==> config.mk <==
export PLATFORM = sky130hd
export DESIGN_NAME = odd_even_transposition_sorter_unit_flat
export DESIGN_NICKNAME = d
export VERILOG_FILES = /design/src/sv/ots_pkg.sv /design/src/sv/ots_if.sv /design/src/sv/ots_cell.sv /design/src/sv/ots_ctrl.sv /design/src/sv/odd_even_transposition_sorter_unit.sv /design/src/flat_wrapper.sv
export SDC_FILE = /design/constraint.sdc
export NUM_CORES = 2
export LEC_CHECK = 0
export BUFFER_PORTS_ARGS = -buffer_cell sky130_fd_sc_hd__buf_2
export CAP_MARGIN = 20
export CORE_MARGIN = 2
export CORE_UTILIZATION = 65
export CTS_CLUSTER_SIZE = 12
export DETAILED_ROUTE_END_ITERATION = 10
export GPL_TIMING_DRIVEN = 0
export PLACE_DENSITY = 0.87
export SYNTH_ARGS = -nofsm -noshare
export SYNTH_HDL_FRONTEND = slang
export SYNTH_HIERARCHICAL = 1
export SYNTH_SLANG_ARGS = --single-unit
==> constraint.sdc <==
create_clock -name clk -period 8.5 [get_ports clk]
set_input_delay 2.125 -clock clk [delete_from_list [all_inputs] [get_ports clk]]
set_output_delay 2.125 -clock clk [all_outputs]
set_load 0.01 [all_outputs]
==> src/sv/ots_pkg.sv <==
// Shared constants and control types for the odd-even transposition sorter.
package ots_pkg;

  localparam int MAX_VALUES = 16;
  localparam int DATA_W     = 32;
  localparam int IDX_W      = $clog2(MAX_VALUES);
  localparam int CNT_W      = $clog2(MAX_VALUES + 1);

  typedef enum logic [2:0] {
    S_LOAD = 3'b001,
    S_SORT = 3'b010,
    S_EMIT = 3'b100
  } state_t;

  typedef struct packed {
    logic             load;
    logic             sort;
    logic             shift;
    logic             odd;
    logic [IDX_W-1:0] wr_idx;
    logic [CNT_W-1:0] count;
  } ctl_t;

endpackage

==> src/sv/ots_if.sv <==
// Valid/ready channel interfaces for the sorter input and output beats.
interface ots_in_if;
  logic                                valid;
  logic                                ready;
  logic signed [ots_pkg::DATA_W-1:0]   value;
  logic                                last;

  modport source (output valid, output value, output last, input ready);
  modport sink   (input valid, input value, input last, output ready);
endinterface

interface ots_out_if;
  logic                                valid;
  logic                                ready;
  logic signed [ots_pkg::DATA_W-1:0]   sorted_value;
  logic                                final_res;

  modport source (output valid, output sorted_value, output final_res, input ready);
  modport sink   (input valid, input sorted_value, input final_res, output ready);
endinterface

==> src/sv/ots_cell.sv <==
// One sorter cell: holds a value, loads, compare-exchanges with a neighbor, shifts.
module ots_cell (
  input  logic                              clk,
  input  ots_pkg::ctl_t                     ctl,
  input  logic [ots_pkg::IDX_W-1:0]         idx,
  input  logic signed [ots_pkg::DATA_W-1:0] din,
  input  logic signed [ots_pkg::DATA_W-1:0] left,
  input  logic signed [ots_pkg::DATA_W-1:0] right,
  output logic signed [ots_pkg::DATA_W-1:0] q
);

  logic [ots_pkg::CNT_W-1:0]         pos;
  logic                              lo;
  logic                              hi;
  logic signed [ots_pkg::DATA_W-1:0] q_next;

  assign pos = ots_pkg::CNT_W'(idx);
  // lower member of a pair takes the min, upper member the max
  assign lo = ctl.sort && (idx[0] == ctl.odd) && ((pos + 1'b1) < ctl.count);
  assign hi = ctl.sort && (idx[0] != ctl.odd) && (pos != '0) && (pos < ctl.count);

  always_comb begin
    q_next = q;
    if (ctl.load && (idx == ctl.wr_idx)) begin
      q_next = din;
    end else if (ctl.shift) begin
      q_next = right;
    end else if (lo) begin
      q_next = (q > right) ? right : q;
    end else if (hi) begin
      q_next = (left > q) ? left : q;
    end
  end

  always_ff @(posedge clk) begin
    q <= q_next;
  end

endmodule

==> src/sv/ots_ctrl.sv <==
// Sequencer: load count, phase counter and emit countdown for the cell row.
module ots_ctrl (
  input  logic          clk,
  input  logic          rst,
  input  logic          in_valid,
  input  logic          in_last,
  output logic          in_ready,
  output logic          out_valid,
  input  logic          out_ready,
  output logic          final_res,
  output ots_pkg::ctl_t ctl
);

  ots_pkg::state_t           state, state_next;
  logic [ots_pkg::CNT_W-1:0] count, count_next;
  logic [ots_pkg::CNT_W-1:0] phase, phase_next;
  logic                      in_fire;
  logic                      out_fire;
  logic [ots_pkg::CNT_W-1:0] count_inc;

  assign in_ready  = (state == ots_pkg::S_LOAD);
  assign out_valid = (state == ots_pkg::S_EMIT);
  assign final_res = (count == ots_pkg::CNT_W'(1));
  assign in_fire   = in_valid && in_ready;
  assign out_fire  = out_valid && out_ready;
  assign count_inc = count + 1'b1;

  assign ctl.load   = in_fire;
  assign ctl.sort   = (state == ots_pkg::S_SORT);
  assign ctl.shift  = out_fire;
  assign ctl.odd    = phase[0];
  assign ctl.wr_idx = count[ots_pkg::IDX_W-1:0];
  assign ctl.count  = count;

  always_comb begin
    state_next = state;
    count_next = count;
    phase_next = phase;
    unique case (state)
      ots_pkg::S_LOAD: begin
        if (in_fire) begin
          count_next = count_inc;
          phase_next = '0;
          if (in_last || (count_inc == ots_pkg::CNT_W'(ots_pkg::MAX_VALUES))) begin
            state_next = ots_pkg::S_SORT;
          end
        end
      end
      ots_pkg::S_SORT: begin
        phase_next = phase + 1'b1;
        if (phase_next == count) begin
          state_next = ots_pkg::S_EMIT;
          phase_next = '0;
        end
      end
      ots_pkg::S_EMIT: begin
        if (out_fire) begin
          count_next = count - 1'b1;
          if (final_res) begin
            state_next = ots_pkg::S_LOAD;
          end
        end
      end
      default: begin
        state_next = ots_pkg::S_LOAD;
      end
    endcase
  end

  always_ff @(posedge clk) begin
    if (rst) begin
      state <= ots_pkg::S_LOAD;
      count <= '0;
      phase <= '0;
    end else begin
      state <= state_next;
      count <= count_next;
      phase <= phase_next;
    end
  end

endmodule

==> src/sv/odd_even_transposition_sorter_unit.sv <==
// Top level of the odd-even transposition sorter: sequencer plus a row of cells.
//
// Input channel in_ch carries signed values; a beat with last set closes the
// batch, and so does the beat that fills all MAX_VALUES cells. Beats are
// written one per cycle into successive cells.
// After close, the row runs one compare-exchange phase per cycle, as many
// phases as the batch holds values (even phases pair cells 0-1, 2-3, ...;
// odd phases pair 1-2, 3-4, ...). Input ready is low from close until the
// last result beat has been taken.
// Output channel out_ch then gives the batch in ascending order from cell 0,
// the row shifting down by one on every accepted beat; final_res marks the
// last beat. A stall on out_ch simply holds the current beat.
// A batch passes through the load, sort and emit states in turn; the sort
// length is set by the phase counter.
// Reset (rst, synchronous) returns to loading with an empty batch; cell
// contents are not cleared since only written cells are ever read.
module odd_even_transposition_sorter_unit (
  input logic       clk,
  input logic       rst,
  ots_in_if.sink    in_ch,
  ots_out_if.source out_ch
);

  localparam int N = ots_pkg::MAX_VALUES;

  ots_pkg::ctl_t                     ctl;
  logic signed [ots_pkg::DATA_W-1:0] cell_q [N];

  ots_ctrl u_ctrl (
    .clk       (clk),
    .rst       (rst),
    .in_valid  (in_ch.valid),
    .in_last   (in_ch.last),
    .in_ready  (in_ch.ready),
    .out_valid (out_ch.valid),
    .out_ready (out_ch.ready),
    .final_res (out_ch.final_res),
    .ctl       (ctl)
  );

  for (genvar i = 0; i < N; i++) begin : g_cell
    logic signed [ots_pkg::DATA_W-1:0] left_q;
    logic signed [ots_pkg::DATA_W-1:0] right_q;

    if (i == 0) begin : g_first
      assign left_q = '0;
    end else begin : g_mid_l
      assign left_q = cell_q[i-1];
    end

    if (i == N - 1) begin : g_last
      assign right_q = '0;
    end else begin : g_mid_r
      assign right_q = cell_q[i+1];
    end

    ots_cell u_cell (
      .clk   (clk),
      .ctl   (ctl),
      .idx   ((ots_pkg::IDX_W)'(i)),
      .din   (in_ch.value),
      .left  (left_q),
      .right (right_q),
      .q     (cell_q[i])
    );
  end

  assign out_ch.sorted_value = cell_q[0];

endmodule

==> src/flat_wrapper.sv <==
// flat-port wrapper written by rule: the top's interface ports become plain ports
module odd_even_transposition_sorter_unit_flat 
  (clk, rst, in_ch_valid, in_ch_value, in_ch_last, in_ch_ready, out_ch_valid, out_ch_sorted_value, out_ch_final_res, out_ch_ready);
  ots_in_if in_ch_i ();
  ots_out_if out_ch_i ();
  input logic clk;
  input logic rst;
  input wire logic [$bits(in_ch_i.valid)-1:0] in_ch_valid;
  input wire logic [$bits(in_ch_i.value)-1:0] in_ch_value;
  input wire logic [$bits(in_ch_i.last)-1:0] in_ch_last;
  output wire logic [$bits(in_ch_i.ready)-1:0] in_ch_ready;
  output wire logic [$bits(out_ch_i.valid)-1:0] out_ch_valid;
  output wire logic [$bits(out_ch_i.sorted_value)-1:0] out_ch_sorted_value;
  output wire logic [$bits(out_ch_i.final_res)-1:0] out_ch_final_res;
  input wire logic [$bits(out_ch_i.ready)-1:0] out_ch_ready;
  assign in_ch_i.valid = in_ch_valid;
  assign in_ch_i.value = in_ch_value;
  assign in_ch_i.last = in_ch_last;
  assign in_ch_ready = in_ch_i.ready;
  assign out_ch_valid = out_ch_i.valid;
  assign out_ch_sorted_value = out_ch_i.sorted_value;
  assign out_ch_final_res = out_ch_i.final_res;
  assign out_ch_i.ready = out_ch_ready;
  odd_even_transposition_sorter_unit u_core (.clk(clk), .rst(rst), .in_ch(in_ch_i), .out_ch(out_ch_i));
endmodule
After elaboration in Yosys (flattened, before gate mapping)
Cells that the tools add are included.

word-level totals
  output and inout port bits = 35
  input port bits = 37
  word-level logic and storage cells = 293
  flip-flop bits (word level) = 525

cells by class
  reduce and logical (&&, ||, !) cells = 91
  $lt $le $gt $ge = 32
  bitwise logic cells = 1
  equality and inequality tests = 41
  add/subtract/negate cells = 3
  multiplexer cells = 106

operators by type and width
  cell                                                                              count
  32-bit two-way mux                                                                94
  32-bit greater-than comparator                                                    15
  4-bit nonzero test                                                                30
  4-bit by 1-bit != test with 1-bit output, second input constant                   15
  3-bit AND reduction                                                               16
  4-bit by 5-bit < comparator with 1-bit output, first input constant               8
  1-bit logical AND                                                                 36
  4-bit equality test, first input constant                                         8
  32-bit by 1-bit greater-than comparator with 1-bit output, second input constant  1
  3-bit by 5-bit < comparator with 1-bit output, first input constant               4
  5-bit two-way mux                                                                 4
  5-bit one-hot mux with 2 select lines                                             2
  3-bit by 4-bit equality test with 1-bit output, first input constant              4
  3-bit two-way mux                                                                 5
  5-bit by 1-bit adder with 5-bit output, second input constant                     2
  2-bit by 5-bit < comparator with 1-bit output, first input constant               2
  3-bit one-hot mux with 3 select lines                                             1
  2-bit by 4-bit equality test with 1-bit output, first input constant              2
  2-bit by 1-bit != test with 1-bit output, second input constant                   4
  3-bit nonzero test                                                                2
  5-bit by 1-bit equality test with 1-bit output, second input constant             1
  5-bit equality test                                                               1
  5-bit equality test, second input constant                                        1
  1-bit by 5-bit < comparator with 1-bit output, first input constant               1
  13 further kinds                                                                  15

Logic depth before layout (Yosys ltp)
  depth after elaboration = 7
  depth in mapped cells = 11
  depth with buffers taken out = 9

By module
Netlist, hierarchy kept.

by module, submodules not included
  module                                  area an instance (um^2)  seq. area each (um^2)  times used  cells each
  ots_cell (u_core.g_cell[0].u_cell ...)  3622.2                   960.9                  15          415
  ots_cell (u_core.g_cell[1].u_cell)      3623.5                   960.9                  1           415
  ots_ctrl                                900.9                    260.2                  1           110
  odd_even_transposition_sorter_unit      7.5                      0.0                    1           2

Worst setup path before layout
Ideal clock, no wire load.

  path kind = input-to-reg
  start = input port in_ch_valid
  end = register u_core/g_cell[0].u_cell/q[0] in the netlist's numbering (enable)
  stages = 7
  buffers on the path = 2
  slack = 4215 ps
  data arrival time = 3855 ps
  library setup time = 431 ps
  required time = 8069 ps
  path through = and2_1 > buf_4 > nand2_1 > nor4_1 > buf_2 > nor2_1 > o211ai_1

RTL lines
  element               line               RTL
  start, declared       flat_wrapper.sv:8  input wire logic [$bits(in_ch_i.valid)-1:0] in_ch_valid;
  end signal, assigned  ots_cell.sv:36     q <= q_next;
  end, declared         ots_cell.sv:9      output logic signed [ots_pkg::DATA_W-1:0] q

Worst setup path in the final report
  start = input port in_ch_valid
  end = register u_core/g_cell[15].u_cell/q[6] in the netlist's numbering (enable)

between the ends
  word-level cells in the longest chain between the ends = 4

RTL lines
  element                                                                                   line            RTL
  1-bit logical AND *                                                                       ots_ctrl.sv:24  assign in_fire = in_valid && in_ready;
  named net u_core.u_ctrl.in_fire                                                           ots_ctrl.sv:17  logic in_fire;
  1-bit logical AND *                                                                       ots_cell.sv:24  if (ctl.load && (idx == ctl.wr_idx)) begin
  4-bit by 1-bit != test with 1-bit output (no line) or 4-bit nonzero test (tied branches)  n/a
  3-bit AND reduction (no line) *                                                           n/a
  end signal, assigned                                                                      ots_cell.sv:36
  end, declared                                                                             ots_cell.sv:9

The timed path passes the listed nets; every way through them passes the cells marked *.
A chain may end at the register's enable or synchronous reset.

==> out/summary.txt <==
Slew Limit Fails -> 0
Setup repair after global routing missed its margin -> false
Number of clock buffers inserted by TritonCTS -> 66
Arrival time of the worst setup path -> 5.33 ns
Timing startpoint of the critical path -> in_ch_valid
Total of endpoints with negative setup slack in the final report -> 0
Register-to-register setup slack -> 3.56 ns
CORE AREA -> 89900 sq um
Hold Buf Count CTS -> 0
Clock tree from TritonCTS -> done
Synthesized area divided by synthesized cell count -> 8.72 sq um
Clock-pin slew reported for the worst setup and hold paths after clock tree synthesis -> 0.06 ns
Total of flip-flops plus latches after synthesis -> 525
Post-CTS setup repair buffer count -> 0
Post-detailed-route wirelength per cell -> 19.8 um
Kind of critical path -> input pin to register
Post-synth EDFFs -> 512
Maximum clock skew at final layout -> 0.0231 ns
Number of nets in the final layout -> 8635
Count of cells resized by post-cts repair -> 0
Port bufs -> 70
Outcome -> finished, final reports clean
Post-Route Setup TNS -> 0 ns
Pleak -> 0.0340 uW
Die Span X -> 305 um
Clock sink count -> 525
Pin count of the biggest net entering global routing -> 33
Critical Path Sink -> u_core/g_cell[15].u_cell/q[6]
Number of core rows -> 110
Final cycle utilization of the critical path -> 0.586
Share of synthesized registers carrying an async set or reset -> 0
Vertical extent of the die -> 305 um
Cell area after synthesis -> 58900 sq um
Number of unique standard cell types used by synthesis -> 53
Area of all placed cells without fillers -> 65100 sq um
Post-route DRC violation count -> 0
Setup slack at placement -> 2.81 ns
Buffers from clock root to sink, at most -> 3
Sequential fraction of the synthesis area -> 0.266
Clock root cell -> sky130_fd_sc_hd__clkbuf_16
Area Growth Syn to Fin -> 10.6%
Slack of the critical path -> 3.52 ns
Vias in the first global route -> 53353
Total of warnings raised by yosys -> 6
Worst reg2reg path startpoint -> u_core/g_cell[14].u_cell/q[11]
Max Fclk -> 201 MHz
Mapped Cells -> 6752
Wire length of the first global-routing pass -> 268000 um
Endpoint of the lowest-slack register-to-register path -> u_core/g_cell[15].u_cell/q[6]
Later-pin clock latency in the skew report -> 0.66 ns
Max-Cap Viols -> 0
Gr usage total -> 0.359
Required time reported for the critical path endpoint -> 8.84 ns
Placer congestion estimate -> 0.951
Number of search-and-repair iterations in the first detailed-routing pass -> 10
Worst setup EP type -> register
Gr ovfl total -> 0
Starting utilization of the core area -> 0.655
Minimum period implied by the final worst setup slack -> 4.98 ns
Critical path startpoint category -> input pin
Final core utilization -> 0.725
Class of the tightest hold or removal check -> register to register
Transition time at the pin with the least slew margin -> 1.31 ns
Die outline area -> 93000 sq um
DP Area -> 62900 sq um
I/O pin cnt -> 72
Via Count -> 53170
Power density cells -> 120 nW/um^2
HPWL after detailed placement -> 134000 um
Main flop type after synthesis -> sky130_fd_sc_hd__edfxtp_1
Final count of hold timing violations -> 0
Fill cells -> 6280
Worst-case vdd ir drop -> 0.000134 V
CP Max Fanout -> 16
Slew margin rel. -> 0.113
Fraction of layout cells with a size suffix above 1 -> 0.0566
Antenna-violating nets left -> 0
Number of antenna violations at the first check in global routing -> 5
Total wire length after detailed routing -> 171000 um
CTS HTree Levels -> 3
Number of vias per cell after detailed routing -> 6.14
FF-to-FF path depth -> 11
DR iter-0 viols -> 5118
## registers in the layout, summed over array words and instances, names as in the netlist
register                flops
u_core/u_ctrl/phase         5
u_core/g_cell.u_cell/q    512
u_core/u_ctrl/count         5
u_core/u_ctrl/state         3
## layer usage
metal	share of wire	vias up	GRT usage
met5	0	-	0
met4	0.11	0	0.356
met3	0.063	940	0.0487
met2	0.47	2753	0.598
met1	0.36	24649	0.388
li1	-	24828	-
## where the power goes
group          switching (uW)  total [uW]  internal, uW
logic                    1090        1800           708
registers                 202        3200          3000
clock network            1220        2850          1630
total                    2510        7850          5330
## synthesized netlist by cell type, types with 20 or more instances
cell type	number	area, sq um
sky130_fd_sc_hd__a21oi_1	469	2350
sky130_fd_sc_hd__nor4_1	50	313
sky130_fd_sc_hd__nand3_1	116	581
sky130_fd_sc_hd__nor2_1	88	330
sky130_fd_sc_hd__o211ai_1	112	841
sky130_fd_sc_hd__a31oi_1	33	206
sky130_fd_sc_hd__buf_2	34	170
sky130_fd_sc_hd__nor2b_1	32	200
sky130_fd_sc_hd__o21ai_1	482	2410
sky130_fd_sc_hd__xor2_1	87	762
sky130_fd_sc_hd__o21ai_0	180	901
sky130_fd_sc_hd__and3_1	32	200
sky130_fd_sc_hd__edfxtp_1	512	15400
sky130_fd_sc_hd__nand2_1	839	3150
sky130_fd_sc_hd__inv_1	1173	4400
sky130_fd_sc_hd__buf_12	48	961
sky130_fd_sc_hd__and4_1	32	280
sky130_fd_sc_hd__ha_1	1172	14700
sky130_fd_sc_hd__a221oi_1	32	280
sky130_fd_sc_hd__clkbuf_1	82	308
sky130_fd_sc_hd__nor3_1	68	340
sky130_fd_sc_hd__nand4_1	193	1210
sky130_fd_sc_hd__xnor2_1	52	455
sky130_fd_sc_hd__nor3b_1	20	150
sky130_fd_sc_hd__a21o_1	48	360
sky130_fd_sc_hd__mux2i_1	529	5300
## stage by stage
stage / hold slack (ns) / cells / power [uW]
after floorplan: 0.452 / 7230 / 4410
after detailed placement: 0.494 / 8527 / 4960
after CTS: 0.509 / 8644 / 7780
after global routing: 0.553 / 8655 / 8160
final: 0.504 / 8655 / 7850
after global placement: 0.472 / 8476 / 4810
## critical path, cell delays in order
cell                       delay (ns)
sky130_fd_sc_hd__buf_2           0.11
sky130_fd_sc_hd__and2_1          0.41
sky130_fd_sc_hd__buf_4           0.33
sky130_fd_sc_hd__nand2_1         0.07
sky130_fd_sc_hd__nor4_1          0.47
sky130_fd_sc_hd__buf_2           0.39
sky130_fd_sc_hd__nor2_1          0.11
sky130_fd_sc_hd__o211ai_1        0.51
sky130_fd_sc_hd__buf_4           0.35
sky130_fd_sc_hd__buf_4           0.19
sky130_fd_sc_hd__buf_4           0.22
## layout make-up
cell class,instances,area [sq um],share of cell area
timing repair buffer,128,848,0.0130
tap,1176,1470,0.0226
multi-input combinational,5344,39000,0.598
sequential,525,15600,0.240
inverter,1173,4400,0.0676
buffer,188,1680,0.0258
clock buffer,74,1680,0.0258
antenna,4,10.0,0.000154
clock inverter,43,445,0.00684
## logic make-up (layout without fill, tap and decap cells)
logic type	count (synthesis)	count (layout)	share of synthesized area
simple gates	1531	1531	0.124
compound gates	1492	1492	0.147
buf+inv	1361	1606	0.103
fa+ha+maj	1172	1172	0.249
mux	530	530	0.0901
flops	525	525	0.266
xor+xnor	139	139	0.0207
other cells	2	484	0.000128
## cells in the final DEF, fill, tap and decap left out, types with 33 or more instances in the layout
cell,synthesis,layout
sky130_fd_sc_hd__edfxtp_1,512,512
sky130_fd_sc_hd__mux2i_1,529,529
sky130_fd_sc_hd__nor3_1,68,68
sky130_fd_sc_hd__ha_1,1172,1172
sky130_fd_sc_hd__o21ai_0,180,180
sky130_fd_sc_hd__clkbuf_1,82,90
sky130_fd_sc_hd__buf_12,48,49
sky130_fd_sc_hd__a21o_1,48,48
sky130_fd_sc_hd__xor2_1,87,87
sky130_fd_sc_hd__xnor2_1,52,52
sky130_fd_sc_hd__nor2_1,88,88
sky130_fd_sc_hd__nand2_1,839,839
sky130_fd_sc_hd__inv_1,1173,1173
sky130_fd_sc_hd__a21oi_1,469,469
sky130_fd_sc_hd__clkbuf_16,0,66
sky130_fd_sc_hd__nor4_1,50,50
sky130_fd_sc_hd__nand3_1,116,116
sky130_fd_sc_hd__a31oi_1,33,33
sky130_fd_sc_hd__buf_2,34,107
sky130_fd_sc_hd__o211ai_1,112,112
sky130_fd_sc_hd__conb_1,2,480
sky130_fd_sc_hd__o21ai_1,482,482
sky130_fd_sc_hd__nand4_1,193,193
sky130_fd_sc_hd__buf_4,8,50
## how the worst min path moves through the flow
stage / startpoint / depth (start not counted) / to
after floorplan: u_core/u_ctrl/phase[1] / 2 / u_core/u_ctrl/phase[1]
after global placement: u_core/u_ctrl/phase[1] / 2 / u_core/u_ctrl/phase[1]
after detailed placement: u_core/u_ctrl/phase[1] / 2 / u_core/u_ctrl/phase[1]
after CTS: u_core/u_ctrl/phase[1] / 2 / u_core/u_ctrl/phase[1]
after global routing: u_core/u_ctrl/phase[3] / 2 / u_core/u_ctrl/phase[3]
final: u_core/u_ctrl/phase[1] / 2 / u_core/u_ctrl/phase[1]
No activity file was read; power rests on OpenSTA's default activity.
